===== src/hdl/pcw_pkg.sv =====
// ----------------------------------------------------------------------------
// pcw_pkg: shared types and constants of the pin change watch table
// Holds the table sizes, the operation and edge mode codes, the entry layout
// and the memory port structures used across the block.
// ----------------------------------------------------------------------------
package pcw_pkg;

    localparam int MAX_WATCHES = 16;
    localparam int PIN_COUNT   = 64;

    localparam int IDX_W = (MAX_WATCHES > 1) ? $clog2(MAX_WATCHES) : 1;
    localparam int CNT_W = $clog2(MAX_WATCHES + 1);

    typedef enum logic [1:0] {
        OP_ADD   = 2'd0,
        OP_ARM   = 2'd1,
        OP_TICK  = 2'd2,
        OP_CLEAR = 2'd3
    } t_op;

    typedef enum logic [1:0] {
        EDGE_ANY  = 2'd0,
        EDGE_RISE = 2'd1,
        EDGE_FALL = 2'd2
    } t_edge;

    typedef enum logic [1:0] {
        S_IDLE,
        S_ARM,
        S_SCAN,
        S_FLUSH
    } t_state;

    typedef struct packed {
        logic [5:0]  pin;
        logic [1:0]  edge_mode;
        logic [31:0] debounce;
        logic [15:0] thread;
        logic        level;
        logic [31:0] change_time;
        logic        triggered;
        logic        ready;
    } t_entry;

    typedef struct packed {
        logic             en;
        logic [IDX_W-1:0] addr;
        t_entry           data;
    } t_ram_wr;

    typedef struct packed {
        logic             en;
        logic [IDX_W-1:0] addr;
    } t_ram_rd;

    // Level of one pin; pins beyond the pin count read as low.
    function automatic logic level_of(logic [63:0] levels, logic [5:0] pin);
        logic lvl;
        lvl = 1'b0;
        if (int'(pin) < PIN_COUNT) begin
            lvl = levels[pin];
        end
        return lvl;
    endfunction

endpackage


===== src/hdl/pcw_entry_ram.sv =====
// ----------------------------------------------------------------------------
// pcw_entry_ram: watch entry storage
// One write port and one read port; the read data is registered, so it
// appears in the cycle after the read is issued and holds until the next read.
// ----------------------------------------------------------------------------
module pcw_entry_ram (
    input  logic               i_clk,
    input  pcw_pkg::t_ram_wr   i_wr,
    input  pcw_pkg::t_ram_rd   i_rd,
    output pcw_pkg::t_entry    o_rd_data
);

    pcw_pkg::t_entry r_mem [pcw_pkg::MAX_WATCHES];
    pcw_pkg::t_entry r_rd_data;

    always_ff @(posedge i_clk) begin
        if (i_wr.en) begin
            r_mem[i_wr.addr] <= i_wr.data;
        end
        if (i_rd.en) begin
            r_rd_data <= r_mem[i_rd.addr];
        end
    end

    assign o_rd_data = r_rd_data;

endmodule


===== src/hdl/pcw_eval.sv =====
// ----------------------------------------------------------------------------
// pcw_eval: debounced edge evaluation of one watch entry
// Applies the debounce test and the edge mode to one entry for a tick and
// returns the updated entry and whether the watch fires.
// ----------------------------------------------------------------------------
module pcw_eval (
    input  pcw_pkg::t_entry i_entry,
    input  logic [31:0]     i_now,
    input  logic [63:0]     i_levels,
    output pcw_pkg::t_entry o_entry,
    output logic            o_fire
);

    logic [31:0] elapsed;
    logic        sample;
    logic        new_lvl;
    logic        trig;

    always_comb begin
        elapsed = i_now - i_entry.change_time;
        sample  = (elapsed > i_entry.debounce);
        new_lvl = pcw_pkg::level_of(i_levels, i_entry.pin);
        o_entry = i_entry;
        trig    = i_entry.triggered;
        if (sample) begin
            case (i_entry.edge_mode)
                pcw_pkg::EDGE_ANY:  trig = (i_entry.level != new_lvl);
                pcw_pkg::EDGE_RISE: trig = !i_entry.level && new_lvl;
                pcw_pkg::EDGE_FALL: trig = i_entry.level && !new_lvl;
                default:            trig = i_entry.triggered;
            endcase
            if (i_entry.level != new_lvl) begin
                o_entry.level       = new_lvl;
                o_entry.change_time = i_now;
            end
        end
        o_fire            = i_entry.ready && trig;
        o_entry.triggered = o_fire ? 1'b0 : trig;
        o_entry.ready     = o_fire ? 1'b0 : i_entry.ready;
    end

endmodule


===== src/hdl/pin_change_watch_table.sv =====
// ----------------------------------------------------------------------------
// pin_change_watch_table: table of debounced pin change watches
// Stores pin watches in an entry memory and walks them on every tick,
// emitting the thread of each watch that fires.
// ----------------------------------------------------------------------------
// The block takes one transaction at a time. An add or a clear completes
// without leaving the idle state. An arm walks the table from slot zero
// until it finds the first watch of the thread, one entry per cycle. A tick
// walks every stored entry through the registered read of the entry memory,
// one entry per cycle while the walk is not paused, and then releases its
// final result in a closing state. Each watch that fires produces one
// result transaction with its thread and table slot; the last result of a
// tick is marked with o_last, and a tick in which nothing fires produces no
// result. Because the last flag needs to know that nothing else fires, each
// result is held back until the next firing watch or the end of the walk. A
// stalled output pauses the walk only when a watch fires while one result
// still sits in the output register and another is held back; the closing
// state likewise waits until the held result can move to the output. An add
// on a full table is ignored, and an arm for a thread with no watch changes
// nothing.
// ----------------------------------------------------------------------------
module pin_change_watch_table (
    input  logic        i_clk,
    input  logic        i_rst_n,

    input  logic        i_valid,
    output logic        o_stall,
    input  logic [1:0]  i_operation,
    input  logic [5:0]  i_pin_index,
    input  logic [1:0]  i_edge_mode,
    input  logic [31:0] i_debounce_ms,
    input  logic [15:0] i_thread_id,
    input  logic [31:0] i_now_ms,
    input  logic [63:0] i_pin_levels,

    output logic        o_valid,
    input  logic        i_stall,
    output logic [15:0] o_run_thread,
    output logic [3:0]  o_entry_slot,
    output logic        o_last
);

    localparam int IDX_W = pcw_pkg::IDX_W;
    localparam int CNT_W = pcw_pkg::CNT_W;

    pcw_pkg::t_state  r_state, n_state;
    logic [CNT_W-1:0] r_count, n_count;
    logic [IDX_W-1:0] r_cur, n_cur;

    // Operands of the transaction being worked on.
    logic [15:0]      r_thr;
    logic [31:0]      r_now;
    logic [63:0]      r_levels;

    // A fired watch held back until it is known whether it is the last.
    logic             r_pend_valid, n_pend_valid;
    logic [15:0]      r_pend_thread, n_pend_thread;
    logic [IDX_W-1:0] r_pend_slot, n_pend_slot;

    // Output register.
    logic             r_out_valid, n_out_valid;
    logic [15:0]      r_out_thread, n_out_thread;
    logic [3:0]       r_out_slot, n_out_slot;
    logic             r_out_last, n_out_last;

    pcw_pkg::t_ram_wr ram_wr;
    pcw_pkg::t_ram_rd ram_rd;
    pcw_pkg::t_entry  rd_entry;
    pcw_pkg::t_entry  upd_entry;
    logic             fire;

    logic             accept;
    logic             out_free;
    logic             last_entry;

    pcw_entry_ram u_ram (
        .i_clk     (i_clk),
        .i_wr      (ram_wr),
        .i_rd      (ram_rd),
        .o_rd_data (rd_entry)
    );

    pcw_eval u_eval (
        .i_entry  (rd_entry),
        .i_now    (r_now),
        .i_levels (r_levels),
        .o_entry  (upd_entry),
        .o_fire   (fire)
    );

    assign o_stall    = (r_state != pcw_pkg::S_IDLE);
    assign accept     = i_valid && !o_stall;
    // The output register can take a new result when it is empty or being taken.
    assign out_free   = !r_out_valid || !i_stall;
    assign last_entry = ((CNT_W'(r_cur) + CNT_W'(1)) == r_count);

    always_comb begin
        n_state       = r_state;
        n_count       = r_count;
        n_cur         = r_cur;
        n_pend_valid  = r_pend_valid;
        n_pend_thread = r_pend_thread;
        n_pend_slot   = r_pend_slot;
        n_out_valid   = r_out_valid && i_stall;
        n_out_thread  = r_out_thread;
        n_out_slot    = r_out_slot;
        n_out_last    = r_out_last;
        ram_wr        = '0;
        ram_rd.en     = 1'b0;
        ram_rd.addr   = r_cur + IDX_W'(1);

        case (r_state)
            pcw_pkg::S_IDLE: begin
                if (accept) begin
                    case (pcw_pkg::t_op'(i_operation))
                        pcw_pkg::OP_ADD: begin
                            if (int'(r_count) < pcw_pkg::MAX_WATCHES) begin
                                ram_wr.en               = 1'b1;
                                ram_wr.addr             = IDX_W'(r_count);
                                ram_wr.data.pin         = i_pin_index;
                                ram_wr.data.edge_mode   = i_edge_mode;
                                ram_wr.data.debounce    = i_debounce_ms;
                                ram_wr.data.thread      = i_thread_id;
                                ram_wr.data.level       =
                                    pcw_pkg::level_of(i_pin_levels, i_pin_index);
                                ram_wr.data.change_time = '0;
                                ram_wr.data.triggered   = 1'b0;
                                ram_wr.data.ready       = 1'b0;
                                n_count                 = r_count + CNT_W'(1);
                            end
                        end
                        pcw_pkg::OP_ARM: begin
                            if (r_count != '0) begin
                                ram_rd.en   = 1'b1;
                                ram_rd.addr = '0;
                                n_cur       = '0;
                                n_state     = pcw_pkg::S_ARM;
                            end
                        end
                        pcw_pkg::OP_TICK: begin
                            if (r_count != '0) begin
                                ram_rd.en   = 1'b1;
                                ram_rd.addr = '0;
                                n_cur       = '0;
                                n_state     = pcw_pkg::S_SCAN;
                            end
                        end
                        pcw_pkg::OP_CLEAR: begin
                            n_count = '0;
                        end
                        default: begin
                            n_count = r_count;
                        end
                    endcase
                end
            end

            pcw_pkg::S_ARM: begin
                // Only the first watch of the thread is armed.
                if (rd_entry.thread == r_thr) begin
                    ram_wr.en         = 1'b1;
                    ram_wr.addr       = r_cur;
                    ram_wr.data       = rd_entry;
                    ram_wr.data.ready = 1'b1;
                    n_state           = pcw_pkg::S_IDLE;
                end else if (last_entry) begin
                    n_state = pcw_pkg::S_IDLE;
                end else begin
                    ram_rd.en = 1'b1;
                    n_cur     = r_cur + IDX_W'(1);
                end
            end

            pcw_pkg::S_SCAN: begin
                // Hold this entry while it fires and a held result cannot move to the output.
                if (!(fire && r_pend_valid && !out_free)) begin
                    ram_wr.en   = 1'b1;
                    ram_wr.addr = r_cur;
                    ram_wr.data = upd_entry;
                    if (fire) begin
                        if (r_pend_valid) begin
                            n_out_valid  = 1'b1;
                            n_out_thread = r_pend_thread;
                            n_out_slot   = 4'(r_pend_slot);
                            n_out_last   = 1'b0;
                        end
                        n_pend_valid  = 1'b1;
                        n_pend_thread = rd_entry.thread;
                        n_pend_slot   = r_cur;
                    end
                    if (last_entry) begin
                        n_state = pcw_pkg::S_FLUSH;
                    end else begin
                        ram_rd.en = 1'b1;
                        n_cur     = r_cur + IDX_W'(1);
                    end
                end
            end

            pcw_pkg::S_FLUSH: begin
                if (!r_pend_valid) begin
                    n_state = pcw_pkg::S_IDLE;
                end else if (out_free) begin
                    n_out_valid  = 1'b1;
                    n_out_thread = r_pend_thread;
                    n_out_slot   = 4'(r_pend_slot);
                    n_out_last   = 1'b1;
                    n_pend_valid = 1'b0;
                    n_state      = pcw_pkg::S_IDLE;
                end
            end

            default: begin
                n_state = pcw_pkg::S_IDLE;
            end
        endcase
    end

    always_ff @(posedge i_clk) begin
        if (!i_rst_n) begin
            r_state      <= pcw_pkg::S_IDLE;
            r_count      <= '0;
            r_pend_valid <= 1'b0;
            r_out_valid  <= 1'b0;
        end else begin
            r_state      <= n_state;
            r_count      <= n_count;
            r_pend_valid <= n_pend_valid;
            r_out_valid  <= n_out_valid;
        end
    end

    always_ff @(posedge i_clk) begin
        r_cur         <= n_cur;
        r_pend_thread <= n_pend_thread;
        r_pend_slot   <= n_pend_slot;
        r_out_thread  <= n_out_thread;
        r_out_slot    <= n_out_slot;
        r_out_last    <= n_out_last;
        if (accept) begin
            r_thr    <= i_thread_id;
            r_now    <= i_now_ms;
            r_levels <= i_pin_levels;
        end
    end

    assign o_valid      = r_out_valid;
    assign o_run_thread = r_out_thread;
    assign o_entry_slot = r_out_slot;
    assign o_last       = r_out_last;

endmodule

===== config.mk =====
export PLATFORM = sky130hd
export DESIGN_NAME = pin_change_watch_table
export DESIGN_NICKNAME = d
export VERILOG_FILES = /design/src/hdl/pcw_pkg.sv /design/src/hdl/pcw_entry_ram.sv /design/src/hdl/pcw_eval.sv /design/src/hdl/pin_change_watch_table.sv
export SDC_FILE = /design/constraint.sdc
export NUM_CORES = 2
export LEC_CHECK = 0
export CORE_ASPECT_RATIO = 1.1
export CORE_MARGIN = 1.5
export CORE_UTILIZATION = 50
export DETAILED_ROUTE_END_ITERATION = 12
export DONT_BUFFER_PORTS = 1
export GPL_TIMING_DRIVEN = 0
export HOLD_SLACK_MARGIN = 0.08
export PLACE_DENSITY_LB_ADDON = 0.25
export SLEW_MARGIN = 40
export SYNTH_ARGS = -nofsm -noshare
export SYNTH_HDL_FRONTEND = slang
export SYNTH_SLANG_ARGS = --single-unit

===== constraint.sdc =====
create_clock -name i_clk -period 14.7 [get_ports i_clk]
set_input_delay 2.94 -clock i_clk [delete_from_list [all_inputs] [get_ports i_clk]]
set_output_delay 2.94 -clock i_clk [all_outputs]
set_load 0.005 [all_outputs]

==> impl_metrics.env <==
export IMPL_rows=143
export IMPL_postSynth_asyncResetShare=0
export IMPL_drtPass1Iterations=6
export IMPL_path_clk_slew_ns=0.06
export IMPL_regArea_sq_um=51350
export IMPL_vdd_ir_drop_max_uv=139.3
export IMPL_cp_max_fo=8
export IMPL_cp_end_kind="register"
export IMPL_combPwrFrac=0.403
export IMPL_fin_ws_ns=5.012
export IMPL_overflow=0
export IMPL_coreArea_sq_um=138700
export IMPL_drv_slew=0
export IMPL_min_path_type="reg2reg"
export IMPL_cts_tree="done"
export IMPL_layout_common_cells="edfxtp_1, nor2_1, a21oi_1"
export IMPL_post_cts_buffers=0
export IMPL_tightest_slew_ns=0.9007
export IMPL_die_w_microns=360.1
export IMPL_final_hold_violation_count=0
export IMPL_min_path_cells=0
export IMPL_skew_ns=0.03646
export IMPL_slew_limit_headroom=0.3995
export IMPL_p_sw_frac=0.3800
export IMPL_hp_start="r_pend_slot[0]$_DFFE_PP_"
export IMPL_gp_congestion=0.8822
export IMPL_grt_pass1_vias=40350
export IMPL_area_growth_pct=15.30
export IMPL_cp_start_kind="register"
export IMPL_fin_tns_setup_ns=0
export IMPL_worst_r2r_cell_count=29
export IMPL_finish_instance_area_sq_um=80870
export IMPL_grt_setup_unrepaired="false"
export IMPL_cts_hold_buf=0
export IMPL_period_share=0.6591
export IMPL_clockBufferDepth=3
export IMPL_synth_cell_types=65
export IMPL_io_pins=181
export IMPL_final_common_cell="edfxtp_1"
export IMPL_timing_rr_end="u_ram.r_mem[0][56]$_DFFE_PP_"
export IMPL_grt_first_pass_wirelength_mm=281.6
export IMPL_pre_cts_slack_ns=5.304
export IMPL_antenna_found_initial=18
export IMPL_status="complete, no violations"
export IMPL_drcViolationCount=0
export IMPL_yosys_warnings=0
export IMPL_synth_cells=4276
export IMPL_root_buffer="clkbuf_16"
export IMPL_antenna_left=0
export IMPL_routed_via_count=41450
export IMPL_seqPwrFrac=0.364
export IMPL_synth_nets=4513
export IMPL_post_cts_resized=0
export IMPL_hold_end="o_entry_slot[0]$_DFFE_PP_"
export IMPL_htree_levels=4
export IMPL_synth_seq_area_share=0.7321
export IMPL_syn_area_per_cell_sq_um=16.40
export IMPL_worstPathArrival_ns=10.21
export IMPL_cp_common_cell="buf_2"
export IMPL_setup_viol=0
export IMPL_max_cap_violations=0
export IMPL_grt_max_degree=66
export IMPL_power_mw=18.31
export IMPL_drtIter0Drc=5713
export IMPL_wl_per_cell_microns=29.95
export IMPL_cp_required_ns=15.22
export IMPL_synth_edff_count=1704
export IMPL_p_switching_mw=6.959
export IMPL_syn_cell_area_sq_um=70140
export IMPL_dieArea_sq_um=142500
export IMPL_initial_utilization=0.5058
export IMPL_critPathSlowestCell="a2111oi_0"
export IMPL_multi_input_area_sq_um=17760
export IMPL_period_minus_slack_ns=9.688
export IMPL_p_per_area_nw_per_um2=226.4
export IMPL_hpwl_mm=135.5
export IMPL_fillCellCount=10160
export IMPL_rrSetupSlack_ns=5.01
export IMPL_drive_above_1_share=0.1679
export IMPL_clock_latency_ns=0.83
export IMPL_fmax_mhz=103.2
export IMPL_place_area_sq_um=75400
export IMPL_critical_path_class="reg2reg"
export IMPL_slowest_delay_ns=0.73
export IMPL_synth_seq_cells=1713
export IMPL_io_buffer_count=0
export IMPL_nNetsFinal=4858
export IMPL_grt_usage=0.2755
export IMPL_cts_buffers=170
export IMPL_leakagePower_nw=27.11
export IMPL_via_per_inst=6.297
export IMPL_clock_sinks=1713
export IMPL_synthFlopType="edfxtp_1"
export IMPL_timing_rr_start="r_now[0]$_DFFE_PP_"
export IMPL_p_clk_frac=0.233
export IMPL_die_y_microns=395.8
export IMPL_routed_wl_mm=197.1
export IMPL_intPower_mw=11.35
## per-layer routing
layer | GRT usage | wire length (microns)
met2 | 0.4309 | 92530
met4 | 0.1064 | 7100
met1 | 0.3725 | 75630
met3 | 0.07091 | 21800
met5 | 0 | 42
## sequential cells by signal (all words and copies together), names as in the netlist, 2 cells and up
name,flops
u_ram.o_rd_data,91
r_pend_slot,4
r_thr,16
r_now,32
r_pend_thread,16
o_run_thread,16
r_levels,64
r_count,5
r_cur,4
r_state,2
u_ram.r_mem,1456
o_entry_slot,4
## power by group through the flow
stage	clock (mW)	sequential (mW)	combinational [mW]
2_1_floorplan	0	6.67	4.48
3_3_place_gp	0	6.86	6.96
3_5_place_dp	0	6.75	7.24
4_1_cts	4.30	6.66	7.29
5_1_grt	4.48	6.70	7.79
6_report	4.27	6.67	7.37
## area by class of cell
class | count | share of cell area
multi-input cells | 2214 | 0.2196
well taps | 1812 | 0.02803
clock inverters | 91 | 0.01157
clock buffers | 219 | 0.05514
plain buffers | 264 | 0.01352
flip-flops and latches | 1713 | 0.6349
diodes | 11 | 0.0003404
inverters | 85 | 0.004038
repair buffers | 173 | 0.03286
## Yosys cell counts (all sizes together), types with 19 or more instances
cell	n	area, sq um
a211oi	194	1469
a21oi	317	1587
a22o	33	290.3
a22oi	59	447.9
a311oi	93	814.5
and2	97	606.8
buf	46	207.7
clkbuf	218	818.3
edfxtp	1704	51170
ha	78	975.9
inv	85	319.1
mux2i	188	1882
mux4	223	5022
nand2	213	799.5
nor2	471	1768
o21ai	34	170.2
xnor2	19	166.4
xor2	33	289.0
## stage by stage
stage	cells	utilization	hold WS (ns)
finish	6582	0.5832	0.4187
global route	6575	0.5831	0.4305
CTS	6571	0.5827	0.4195
detailed placement	6261	0.5438	0.4056
global placement	6088	0.5222	0.4013
floorplan	4276	-	0.4003
## worst max-delay path: cells and delay by family, from the launching register on
kind / cells / cell delay (ns)
compound gates: 12 / 4.47
fa+ha+maj: 3 / 0.81
buf+inv: 8 / 1.54
flops: 1 / 0.51
simple gates: 6 / 2.02
## kinds of logic (layout without fill, tap and decap cells)
| logic type | count (synthesis) | in the layout | share of synthesized area |
|---|---|---|---|
| xor+xnor | 52 | 52 | 0.006493 |
| other cells | 0 | 11 | 0 |
| flops | 1713 | 1713 | 0.7321 |
| simple gates | 884 | 884 | 0.05485 |
| compound gates | 787 | 787 | 0.07458 |
| fa+ha+maj | 79 | 79 | 0.01420 |
| mux | 412 | 412 | 0.09859 |
| buf+inv | 349 | 832 | 0.01918 |
## worst max path at each step
stage | startpoint | to | slack [ns] | cells past startpoint
after floorplan | r_now[0]$_DFFE_PP_ | u_ram.r_mem[0][0]$_DFFE_PP_ | 0.28 | 23
after global placement | r_now[0]$_DFFE_PP_ | u_ram.r_mem[0][55]$_DFFE_PP_ | -9.17 | 23
after detailed placement | r_now[0]$_DFFE_PP_ | u_ram.r_mem[0][57]$_DFFE_PP_ | 5.30 | 29
after CTS | r_now[0]$_DFFE_PP_ | u_ram.r_mem[0][56]$_DFFE_PP_ | 5.28 | 29
after global routing | r_now[0]$_DFFE_PP_ | u_ram.r_mem[0][56]$_DFFE_PP_ | 4.61 | 29
final | r_now[0]$_DFFE_PP_ | u_ram.r_mem[0][56]$_DFFE_PP_ | 5.01 | 29
No activity file was read; power rests on OpenSTA's default activity.
